<file path="src/rtl/sse_pkg.sv">
// Shared types, constants and the round/saturate helper for the shell strain
// energy block. No dependencies; every other file imports this package.
`default_nettype none

package sse_pkg;

    localparam int IN_W       = 16;
    localparam int CFG_W      = 32;
    localparam int CFG_ADDR_W = 8;
    localparam int OUT_W      = 48;
    localparam int ROW_W      = 3;
    localparam int N_IN       = 6;
    localparam int N_OUT_DATA = 8;
    localparam int S_TDATA_W  = IN_W * N_IN;
    localparam int M_TDATA_W  = OUT_W * N_OUT_DATA;
    localparam int WIDE_W     = 104;

    localparam int ONE_Q12 = 4096;
    localparam int TWO_Q12 = 8192;

    localparam int GRAD_S_FRAC = 12;
    localparam int GRAD_B_FRAC = 36;
    localparam int HESS_B_FRAC = 24;
    localparam int ENERGY_FRAC = 48;

    localparam logic [CFG_ADDR_W-1:0] REG_STRETCH_SUM = CFG_ADDR_W'(0);
    localparam logic [CFG_ADDR_W-1:0] REG_STRETCH     = CFG_ADDR_W'(1);
    localparam logic [CFG_ADDR_W-1:0] REG_BEND_SUM    = CFG_ADDR_W'(2);
    localparam logic [CFG_ADDR_W-1:0] REG_BEND_DET    = CFG_ADDR_W'(3);

    localparam logic [ROW_W-1:0] ROW_STRETCH_U  = ROW_W'(0);
    localparam logic [ROW_W-1:0] ROW_SHEAR      = ROW_W'(1);
    localparam logic [ROW_W-1:0] ROW_STRETCH_V  = ROW_W'(2);
    localparam logic [ROW_W-1:0] ROW_BEND_U     = ROW_W'(3);
    localparam logic [ROW_W-1:0] ROW_BEND_TWIST = ROW_W'(4);
    localparam logic [ROW_W-1:0] ROW_BEND_V     = ROW_W'(5);
    localparam logic [ROW_W-1:0] ROW_LAST       = ROW_BEND_V;

    typedef struct packed {
        logic signed [CFG_W-1:0] a0;
        logic signed [CFG_W-1:0] a1;
        logic signed [CFG_W-1:0] b0;
        logic signed [CFG_W-1:0] b1;
    } coeff_t;

    typedef struct packed {
        logic signed [IN_W-1:0] stretch_u;
        logic signed [IN_W-1:0] shear;
        logic signed [IN_W-1:0] stretch_v;
        logic signed [IN_W-1:0] bend_u;
        logic signed [IN_W-1:0] bend_twist;
        logic signed [IN_W-1:0] bend_v;
    } strain_t;

    typedef struct packed {
        logic signed [OUT_W-1:0] energy;
        logic [N_IN-1:0][OUT_W-1:0] grad;
        logic signed [OUT_W-1:0] h33;
        logic signed [OUT_W-1:0] h34;
        logic signed [OUT_W-1:0] h35;
        logic signed [OUT_W-1:0] h44;
        logic signed [OUT_W-1:0] h45;
        logic signed [OUT_W-1:0] h55;
    } result_t;

    // round to nearest (ties up) after dropping n fraction bits, then clamp
    function automatic logic signed [OUT_W-1:0] round_sat(
        input logic signed [WIDE_W-1:0] v,
        input int unsigned n
    );
        logic signed [WIDE_W-1:0] t;
        logic [WIDE_W-OUT_W:0] hi_bits;
        t = v;
        if (n != 0) begin
            t = t + (WIDE_W'(1) <<< (n - 1));
        end
        t = t >>> n;
        hi_bits = t[WIDE_W-1:OUT_W-1];
        if ((&hi_bits) || !(|hi_bits)) begin
            round_sat = t[OUT_W-1:0];
        end else if (t[WIDE_W-1]) begin
            round_sat = {1'b1, {(OUT_W-1){1'b0}}};
        end else begin
            round_sat = {1'b0, {(OUT_W-1){1'b1}}};
        end
    endfunction

endpackage

`default_nettype wire

</file>
<file path="src/rtl/sse_cfg.sv">
// Stiffness coefficient registers, written through the plain write port.
// Depends on sse_pkg.
`default_nettype none

module sse_cfg
    import sse_pkg::*;
(
    input  wire logic                  aclk,
    input  wire logic                  aresetn,
    input  wire logic                  cfg_wr_en,
    input  wire logic [CFG_ADDR_W-1:0] cfg_addr,
    input  wire logic [CFG_W-1:0]      cfg_wdata,
    output coeff_t                     coeff
);

    coeff_t coeff_reg;
    coeff_t coeff_next;

    always_comb begin
        coeff_next = coeff_reg;
        if (cfg_wr_en) begin
            case (cfg_addr)
                REG_STRETCH_SUM: coeff_next.a0 = cfg_wdata;
                REG_STRETCH:     coeff_next.a1 = cfg_wdata;
                REG_BEND_SUM:    coeff_next.b0 = cfg_wdata;
                REG_BEND_DET:    coeff_next.b1 = cfg_wdata;
                default: ;
            endcase
        end
    end

    always_ff @(posedge aclk) begin
        if (!aresetn) begin
            coeff_reg <= '0;
        end else begin
            coeff_reg <= coeff_next;
        end
    end

    assign coeff = coeff_reg;

endmodule

`default_nettype wire

</file>
<file path="config.mk">
export PLATFORM = sky130hd
export DESIGN_NAME = sse_cfg
export DESIGN_NICKNAME = d
export VERILOG_FILES = /design/src/rtl/sse_pkg.sv /design/src/rtl/sse_cfg.sv
export SDC_FILE = /design/constraint.sdc
export NUM_CORES = 1
export LEC_CHECK = 0
export BUFFER_PORTS_ARGS = -buffer_cell sky130_fd_sc_hd__buf_2
export CORE_ASPECT_RATIO = 1.1
export CORE_MARGIN = 8
export CORE_UTILIZATION = 36
export CTS_CLUSTER_SIZE = 28
export DETAILED_ROUTE_END_ITERATION = 8
export GPL_TIMING_DRIVEN = 0
export PLACE_DENSITY = 0.64
export SETUP_SLACK_MARGIN = 0.3
export SLEW_MARGIN = 15
export SYNTH_ARGS = -nofsm -noshare
export SYNTH_HDL_FRONTEND = slang
export SYNTH_SLANG_ARGS = --single-unit
</file>
<file path="constraint.sdc">
create_clock -name aclk -period 3.4 [get_ports aclk]
set_clock_uncertainty 0.05 [all_clocks]
set_input_delay 0.17 -clock aclk [delete_from_list [all_inputs] [get_ports aclk]]
set_output_delay 0.17 -clock aclk [all_outputs]
set_load 0.03 [all_outputs]
</file>
==> reports/results.ini <==
[run_status]
status=finished clean

[final_layout]
final_core_util_pct=48.9
largest_register_ffs=128
drive_gt1_share_pct=33.8
fill_cells=1248
nets=684
synthToLayoutAreaGrowth_pct=34.0

[power_and_ir_drop]
power.density_mw_per_mm2=521
ir_worst_vdd_mv=0.265
power_leakage_uw=0.00352

[cts]
clock_sinks=128
clk_pin_slew_ns=0.06
post_cts_resized=0
cts_buffers=17
post_cts_buffers=0
max-clock-path-buffers=2
clock_tree.htree_level_count=4
hold_buffers=0
root_buffer=clkbuf_16
clk_latency_ns=0.40
cts_tree=built

[die]
rows=44
dieArea_sq_mm=0.0172
die_w_microns=126
fp.coreArea_sq_mm=0.0130
die-height_microns=137
initial_core_util_pct=36.5
top_level_ports=171

[worst_setup_path]
cpMaxStageDelayCell=clkbuf_1
cp-start-kind=primary input
end_kind=register
critPathRequiredTime_ns=3.67
critPathKind=primary input to register
regToRegEndpoint=coeff[95]$_SDFFE_PN0P_
ff2ff_path_depth=2
crit_top_cell=clkbuf_1
path_cells=clkbuf_1, clkbuf_1, clkbuf_1, nand2_1, mux2i_1
path_buf_inv=3
critPathTopFamily=buffers and inverters
cp_slowest_stage_delay_ns=0.46
rr_startpoint=coeff[95]$_SDFFE_PN0P_
cp.arrival_ns=1.64
cp_max_fo=10
r2r_slack_ns=2.71

[logic_synthesis]
yosys_warnings=0
synthTopCellsByArea=dfxtp_1, mux2i_1, nand2_1, buf_6, clkbuf_1
syn_avg_cell_area_sq_um=10.5
synth_common_cells=nand2_1, dfxtp_1, mux2i_1
synth_fp_nets=496
synth_area_sq_mm=0.00476
synthCells=453
synth_most_common_cell=nand2_1
synth.distinct_cells=13
ys_ff_latch=128
yosysTopAreaCellShare_pct=53.8
synthArstFlopShare_pct=0
synth_ff_type=dfxtp_1
synth.largest_area_cell=dfxtp_1
synth_seq_area_share_pct=53.8
synth_edf_count=0

[route]
drtAntennaViolNets=0
initialDrtViolationCount=183
routed_wirelength_microns=13800
routed_via_density=4.65
num_vias=3796
firstDrtPassIters=4
drc=0
wl_per_cell_microns=16.9

[placed_design]
place_congestion=0.742
io_buffers=169
place_hpwl_microns=10400

[global_route]
antenna_found_initial=0
grt_pass1_wl_microns=21100
grt_pass1_vias=4082
groute.usage.overall_pct=15.7
grt_max_degree=17
gr-total-overflow=0

[timing]
max_freq_ghz=0.728
finalSetupViolations=0
period_share_pct=40.4
rsz0062_at_grt=no
tns_ns=0
drv_slew=0
timing.slew.headroom_pct=62.9
hold_viol=0
tightest_slew_ns=0.556
min_period_ns=1.37

[worst_hold_path]
hold_path_class=primary input to register
worstHoldPathCells=3
min-delay-start=cfg_wdata[7]
holdPathEnd=coeff[39]$_SDFFE_PN0P_

[job]
timing.max_cap.violations=0

==> worst max path at each step <==
stage                            from                 endpoint  slack, ns  depth (start not counted)
after CTS                     aresetn   coeff[77]$_SDFFE_PN0P_       1.92                          5
after detailed placement      aresetn   coeff[77]$_SDFFE_PN0P_       1.51                          5
after global placement        aresetn   coeff[36]$_SDFFE_PN0P_       1.60                          5
after floorplan           cfg_addr[6]  coeff[100]$_SDFFE_PN0P_       2.04                          5
final                         aresetn   coeff[77]$_SDFFE_PN0P_       2.03                          5
after global routing          aresetn  coeff[116]$_SDFFE_PN0P_       1.83                          5
==> through the flow <==
step | std cells | instance area [sq um] | total power [uW] | hold slack (ns) | setup slack, ns
6_report | 816 | 6380 | 3320 | 0.0509 | 2.03
5_1_grt | 815 | 6370 | 3430 | 0.0510 | 1.83
4_1_cts | 815 | 6370 | 3360 | 0.0370 | 1.92
3_5_place_dp | 783 | 5810 | 1650 | 0.393 | 1.51
3_3_place_gp | 783 | 5810 | 1650 | 0.392 | 1.60
2_1_floorplan | 453 | 4760 | 1590 | 0.324 | 2.04
==> power by group <==
group	switching (uW)	total (uW)	leakage (uW)	internal, uW
clock network	664	1710	0.000271	1040
registers	0.991	1500	0.00103	1500
logic	77.8	112	0.00221	34.2
total	743	3320	0.00352	2580
==> per-layer routing <==
| metal | share of wire [%] | routed length (microns) | GRT usage, % |
|---|---|---|---|
| met5 | 0 | 0 | 0 |
| met1 | 42 | 5820 | 17.0 |
| met4 | 1.1 | 155 | 6.03 |
| met3 | 8.1 | 1110 | 6.12 |
| met2 | 49 | 6720 | 27.4 |
==> cell type report <==
type                            instances  area [sq um]  area share (%)
Sequential cell                       128          2560            40.2
Buffer                                 31           226            3.55
Antenna cell                            1          2.50          0.0392
Clock buffer                           19           453            7.10
Clock inverter                         13           115            1.80
Tap cell                              161           201            3.16
Timing Repair Buffer                  169           846            13.3
Multi-Input combinational cell        294          1970            30.9
==> worst reg2reg max path: cells and delay by family, from the launching register on <==
kind / cells / cell delay (ns)
flops: 1 / 0.33
simple gates: 1 / 0.06
mux: 1 / 0.17
==> placed cells by master (no fill, tap or decap) <==
master      synthesis  routed
nand4b_2            2       2
nand4_2             1       1
buf_6              10      10
nor3_2              1       1
mux2i_1           128     128
clkbuf_16           0      17
clkinv_2            0       4
buf_8               3       3
bufinv_16           0       1
clkbuf_8            0       2
and4bb_2            1       1
clkinv_4            0       4
buf_1               1       1
dfxtp_1           128     128
nand2_1           160     160
nor4b_4             1       1
clkbuf_1           16      16
clkinvlp_4          0       4
diode_2             0       1
buf_2               1     170
==> kinds of logic after synthesis <==
kind of cell | share of synthesized area, %
multiplexers | 26.9
buffers and inverters | 4.76
flip-flops | 53.8
AND/OR/NAND/NOR | 14.5
Note: power is estimated with default switching activity, not from simulation.
