### config.mk
export PLATFORM = sky130hd
export DESIGN_NAME = sse_rows
export DESIGN_NICKNAME = d
export VERILOG_FILES = /design/src/rtl/sse_pkg.sv /design/src/rtl/sse_rows.sv
export SDC_FILE = /design/constraint.sdc
export NUM_CORES = 1
export LEC_CHECK = 0
export BUFFER_PORTS_ARGS = -buffer_cell sky130_fd_sc_hd__buf_4
export CORE_AREA = 4 4 443 445
export CTS_BUF_LIST = sky130_fd_sc_hd__clkbuf_2
export DETAILED_ROUTE_END_ITERATION = 7
export DIE_AREA = 0 0 447 449
export PLACE_DENSITY = 0.39
export SLEW_MARGIN = 25
export SYNTH_ARGS = -nofsm -noshare
export SYNTH_HDL_FRONTEND = slang
export SYNTH_SLANG_ARGS = --single-unit
### constraint.sdc
create_clock -name aclk -period 100.5 [get_ports aclk]
set_input_delay 10.05 -clock aclk [delete_from_list [all_inputs] [get_ports aclk]]
set_output_delay 10.05 -clock aclk [all_outputs]
set_load 0.02 [all_outputs]
### src/rtl/sse_pkg.sv
// Shared types, constants and the round/saturate helper for the shell strain
// energy block. No dependencies; every other file imports this package.
`default_nettype none

package sse_pkg;

    localparam int IN_W       = 16;
    localparam int CFG_W      = 32;
    localparam int CFG_ADDR_W = 8;
    localparam int OUT_W      = 48;
    localparam int ROW_W      = 3;
    localparam int N_IN       = 6;
    localparam int N_OUT_DATA = 8;
    localparam int S_TDATA_W  = IN_W * N_IN;
    localparam int M_TDATA_W  = OUT_W * N_OUT_DATA;
    localparam int WIDE_W     = 104;

    localparam int ONE_Q12 = 4096;
    localparam int TWO_Q12 = 8192;

    localparam int GRAD_S_FRAC = 12;
    localparam int GRAD_B_FRAC = 36;
    localparam int HESS_B_FRAC = 24;
    localparam int ENERGY_FRAC = 48;

    localparam logic [CFG_ADDR_W-1:0] REG_STRETCH_SUM = CFG_ADDR_W'(0);
    localparam logic [CFG_ADDR_W-1:0] REG_STRETCH     = CFG_ADDR_W'(1);
    localparam logic [CFG_ADDR_W-1:0] REG_BEND_SUM    = CFG_ADDR_W'(2);
    localparam logic [CFG_ADDR_W-1:0] REG_BEND_DET    = CFG_ADDR_W'(3);

    localparam logic [ROW_W-1:0] ROW_STRETCH_U  = ROW_W'(0);
    localparam logic [ROW_W-1:0] ROW_SHEAR      = ROW_W'(1);
    localparam logic [ROW_W-1:0] ROW_STRETCH_V  = ROW_W'(2);
    localparam logic [ROW_W-1:0] ROW_BEND_U     = ROW_W'(3);
    localparam logic [ROW_W-1:0] ROW_BEND_TWIST = ROW_W'(4);
    localparam logic [ROW_W-1:0] ROW_BEND_V     = ROW_W'(5);
    localparam logic [ROW_W-1:0] ROW_LAST       = ROW_BEND_V;

    typedef struct packed {
        logic signed [CFG_W-1:0] a0;
        logic signed [CFG_W-1:0] a1;
        logic signed [CFG_W-1:0] b0;
        logic signed [CFG_W-1:0] b1;
    } coeff_t;

    typedef struct packed {
        logic signed [IN_W-1:0] stretch_u;
        logic signed [IN_W-1:0] shear;
        logic signed [IN_W-1:0] stretch_v;
        logic signed [IN_W-1:0] bend_u;
        logic signed [IN_W-1:0] bend_twist;
        logic signed [IN_W-1:0] bend_v;
    } strain_t;

    typedef struct packed {
        logic signed [OUT_W-1:0] energy;
        logic [N_IN-1:0][OUT_W-1:0] grad;
        logic signed [OUT_W-1:0] h33;
        logic signed [OUT_W-1:0] h34;
        logic signed [OUT_W-1:0] h35;
        logic signed [OUT_W-1:0] h44;
        logic signed [OUT_W-1:0] h45;
        logic signed [OUT_W-1:0] h55;
    } result_t;

    // round to nearest (ties up) after dropping n fraction bits, then clamp
    function automatic logic signed [OUT_W-1:0] round_sat(
        input logic signed [WIDE_W-1:0] v,
        input int unsigned n
    );
        logic signed [WIDE_W-1:0] t;
        logic [WIDE_W-OUT_W:0] hi_bits;
        t = v;
        if (n != 0) begin
            t = t + (WIDE_W'(1) <<< (n - 1));
        end
        t = t >>> n;
        hi_bits = t[WIDE_W-1:OUT_W-1];
        if ((&hi_bits) || !(|hi_bits)) begin
            round_sat = t[OUT_W-1:0];
        end else if (t[WIDE_W-1]) begin
            round_sat = {1'b1, {(OUT_W-1){1'b0}}};
        end else begin
            round_sat = {1'b0, {(OUT_W-1){1'b1}}};
        end
    endfunction

endpackage

`default_nettype wire

### src/rtl/sse_rows.sv
// Row sequencer: holds one finished result and sends it as six row words,
// adding the constant stretch Hessian entries. Depends on sse_pkg.
`default_nettype none

module sse_rows
    import sse_pkg::*;
(
    input  wire logic                 aclk,
    input  wire logic                 aresetn,
    input  coeff_t                    coeff,
    input  wire logic                 res_valid,
    output logic                      res_ready,
    input  result_t                   res,
    output logic                      m_tvalid,
    input  wire logic                 m_tready,
    output logic [M_TDATA_W-1:0]      m_tdata,
    output logic [ROW_W-1:0]          m_tuser,
    output logic                      m_tlast
);

    logic             full_reg, full_next;
    logic [ROW_W-1:0] row_reg, row_next;
    result_t          hold_reg;

    logic signed [OUT_W-1:0]    h00;
    logic signed [OUT_W-1:0]    h02;
    logic signed [OUT_W-1:0]    h11;
    logic [OUT_W-1:0]           grad_sel;
    logic [N_IN-1:0][OUT_W-1:0] hrow;
    logic                       load;

    assign res_ready = !full_reg || (m_tready && (row_reg == ROW_LAST));
    assign load      = res_valid && res_ready;

    always_comb begin
        full_next = full_reg;
        row_next  = row_reg;
        if (full_reg && m_tready) begin
            if (row_reg == ROW_LAST) begin
                full_next = 1'b0;
            end else begin
                row_next = row_reg + ROW_W'(1);
            end
        end
        if (load) begin
            full_next = 1'b1;
            row_next  = ROW_STRETCH_U;
        end
    end

    always_ff @(posedge aclk) begin
        if (!aresetn) begin
            full_reg <= 1'b0;
            row_reg  <= ROW_STRETCH_U;
        end else begin
            full_reg <= full_next;
            row_reg  <= row_next;
        end
    end

    always_ff @(posedge aclk) begin
        if (load) begin
            hold_reg <= res;
        end
    end

    // stretch block depends on the coefficients only
    assign h00 = (OUT_W'(coeff.a0) + OUT_W'(coeff.a1)) <<< 1;
    assign h02 = OUT_W'(coeff.a0) <<< 1;
    assign h11 = OUT_W'(coeff.a1) <<< 2;

    always_comb begin
        hrow     = '0;
        grad_sel = '0;
        case (row_reg)
            ROW_STRETCH_U: begin
                grad_sel = hold_reg.grad[0];
                hrow[0]  = h00;
                hrow[2]  = h02;
            end
            ROW_SHEAR: begin
                grad_sel = hold_reg.grad[1];
                hrow[1]  = h11;
            end
            ROW_STRETCH_V: begin
                grad_sel = hold_reg.grad[2];
                hrow[0]  = h02;
                hrow[2]  = h00;
            end
            ROW_BEND_U: begin
                grad_sel = hold_reg.grad[3];
                hrow[3]  = hold_reg.h33;
                hrow[4]  = hold_reg.h34;
                hrow[5]  = hold_reg.h35;
            end
            ROW_BEND_TWIST: begin
                grad_sel = hold_reg.grad[4];
                hrow[3]  = hold_reg.h34;
                hrow[4]  = hold_reg.h44;
                hrow[5]  = hold_reg.h45;
            end
            ROW_BEND_V: begin
                grad_sel = hold_reg.grad[5];
                hrow[3]  = hold_reg.h35;
                hrow[4]  = hold_reg.h45;
                hrow[5]  = hold_reg.h55;
            end
            default: ;
        endcase
    end

    assign m_tvalid = full_reg;
    assign m_tdata  = {hrow, grad_sel, hold_reg.energy};
    assign m_tuser  = row_reg;
    assign m_tlast  = (row_reg == ROW_LAST);

endmodule

`default_nettype wire

==> results_dict.tcl <==
set metrics [dict create \
    run_status "finished, violations left" \
    failed_checks "DRC" \
    slew_violations 0 \
    grt_usage 0.118 \
    final_nets 3626 \
    grt-ovfl-total 0 \
    maxCapViolations 0 \
    cts_sinks 628 \
    io_pins 1146 \
    drc 12 \
    synthTopCellsByCount "edfxtp_1, a222oi_1, inv_1" \
    antenna_found_initial 30 \
    synth_edf_count 624 \
    grt_max_degree 176 \
    vias 20100 \
    chipHeight_microns 449 \
    cts-hold-fix-buffers 0 \
    period_share 0.230 \
    synth_flop_cell "edfxtp_1" \
    grt_pass1_vias 21300 \
    min_delay_path_depth 2 \
    synthArstFlopShare 0 \
    worstSetupPathType "primary input to primary output" \
    r2r-end "hold_reg[227]" \
    max_freq_ghz 0.0433 \
    wire_per_inst_microns 22.3 \
    cts-htree-levels 4 \
    die_w_microns 447 \
    largest_reg_flops 576 \
    critPathArrivalTime_ns 13.03 \
    gp_congestion 0.828 \
    drive_gt1_frac 0.505 \
    synth_area_sq_um 26600 \
    min_period_ns 23.08 \
    synthTopCellsByArea "edfxtp_1, a222oi_1, mux2_2, buf_4, inv_1" \
    synth_warnings 0 \
    root_buffer "clkbuf_2" \
    setup_viol 0 \
    syn_avg_cell_area_sq_um 15.3 \
    p_per_area_nw_per_um2 15.8 \
    hold_path.class "flip-flop to flip-flop" \
    yosys_register_bits 628 \
    slew_headroom 0.243 \
    cts_resized 0 \
    power.leakage_nw 16.4 \
    clk_latency_ns 1.63 \
    fill_cells 21100 \
    viasPerCell 3.65 \
    seq_area_frac_synth 0.708 \
    synth_top_cell_by_area "edfxtp_1" \
    initial_core_util 0.138 \
    post_cts_buffers 0 \
    hold_end "m_tvalid" \
    hold-worst-slack_ns 0.596 \
    wl_microns 123000 \
    setup_tns_ns 0 \
    port_buffers 1077 \
    cts-buffers-inserted 185 \
    core_area_sq_um 192000 \
    r2r_slack_ns 94.69 \
    crit_path_end_kind "primary output" \
    required_ns 90.45 \
    worstSetupStartpointType "primary input" \
    finClkSkew_ns 0.152 \
    area_growth_pct 46.0 \
    synth.most_common_cell "edfxtp_1" \
    clk_pin_slew_ns 0.10 \
    hold_viol 0 \
    clockBufferDepth 3 \
    r2r_start "m_tuser[2]" \
    ant_nets 0 \
    grt_pass1_wl_microns 165000 \
    irDropWorstVdd_v 0.0000105 \
    min_from "m_tvalid" \
    rsz0062_at_grt "false" \
    dpl.hpwl_microns 93100 \
    yosysTopAreaCellShare 0.705 \
    drt_first_pass_iters 8 \
    r2r_cells 9 \
    row_count 161 \
    worst_slew_pin_slew_ns 1.14 \
    drtIter0Drc 1840 \
    synth.distinct_cells 60 \
    synth_cells 1736 \
    critPathMaxFanout 15 \
    die_area_sq_um 201000 \
    cts_tree "built" \
]
## cells by family after synthesis
family                     after synthesis  synth area share
and+or+nand+nor                        229            0.0397
muxes                                   98            0.0414
DFF                                    628             0.708
xor gates and xnor gates                29           0.00956
other                                    1          0.000141
adders and majority gates               38            0.0182
buffers and inverters                  354            0.0636
AOI/OAI and AO/OA                      359             0.119
## critical path: stages
cell and delay (ns):
buf_4 0.13, ha_1 0.37, a21oi_1 0.31, o21ai_0 0.15, a21oi_1 0.26, o21ai_0 0.19
a221oi_1 0.37, o311ai_1 0.15, o21ai_1 0.20, a22o_1 0.57, buf_4 0.25
## per-stage QoR
step	std cells	total power [mW]	setup slack, ns	instance area (sq um)	util
floorplan	1739	0.381	58.41	26600	-
CTS	5489	0.631	77.29	38700	0.201
global placement	5169	0.417	77.29	37000	0.193
finish	5505	0.611	77.42	38800	0.202
global route	5501	0.652	77.04	38800	0.202
detailed placement	5169	0.417	77.31	37000	0.193
## cell type report
| cell class | count | area (sq um) | area share |
|---|---|---|---|
| Clock buffer | 258 | 1290 | 0.0333 |
| Multi-Input combinational cell | 757 | 6150 | 0.158 |
| Sequential cell | 628 | 18800 | 0.485 |
| Tap cell | 2526 | 3160 | 0.0815 |
| Inverter | 156 | 586 | 0.0151 |
| Clock inverter | 62 | 400 | 0.0103 |
| Antenna cell | 14 | 35.0 | 0.000903 |
| Timing Repair Buffer | 1104 | 8360 | 0.215 |
## worst max-delay path by stage
stage                    to  cells after the start      start
2_1_floorplan    m_tuser[0]                      4   m_tready
3_3_place_gp   m_tdata[126]                      9  coeff[77]
3_5_place_dp   m_tdata[126]                      9  coeff[77]
4_1_cts        m_tdata[126]                      9  coeff[77]
5_1_grt        m_tdata[231]                     11  coeff[85]
6_report       m_tdata[238]                     11  coeff[85]
## metal layers
layer	wire length (microns)	track usage	up-vias
met2	68900	0.230	997
met1	40200	0.112	9791
met4	3420	0.0392	8
li1	-	-	9100
met3	10500	0.0416	209
met5	46	0	-
## placed cells by master, fill, tap and decap left out, drive strengths merged, types with 4 or more instances in the layout
| cell | Yosys | routed |
|---|---|---|
| a222oi | 192 | 192 |
| clkinv | 0 | 52 |
| o211ai | 4 | 4 |
| buf | 111 | 1104 |
| inv | 156 | 161 |
| edfxtp | 624 | 624 |
| xor2 | 9 | 9 |
| a21o | 10 | 10 |
| ha | 37 | 37 |
| o21ai | 23 | 23 |
| and2 | 36 | 36 |
| o21a | 8 | 8 |
| a21oi | 33 | 33 |
| o21bai | 4 | 4 |
| mux2 | 96 | 96 |
| conb | 1 | 4 |
| dfxtp | 4 | 4 |
| nand4 | 7 | 7 |
| a31oi | 4 | 4 |
| nand2 | 134 | 134 |
| xnor2 | 20 | 20 |
| nor2 | 20 | 20 |
| a22o | 58 | 58 |
| nor3 | 4 | 4 |
| nand3 | 5 | 5 |
| clkbuf | 87 | 258 |
| diode | 0 | 14 |
| nor2b | 8 | 8 |
## report_power, final
part / internal (mW) / leakage (nW) / switching [mW]
clock network: 0.0792 / 1.25 / 0.123
registers: 0.305 / 5.98 / 0.00583
logic: 0.0444 / 9.20 / 0.0536
total: 0.429 / 16.4 / 0.182
Note: power is estimated with default switching activity, not from simulation.
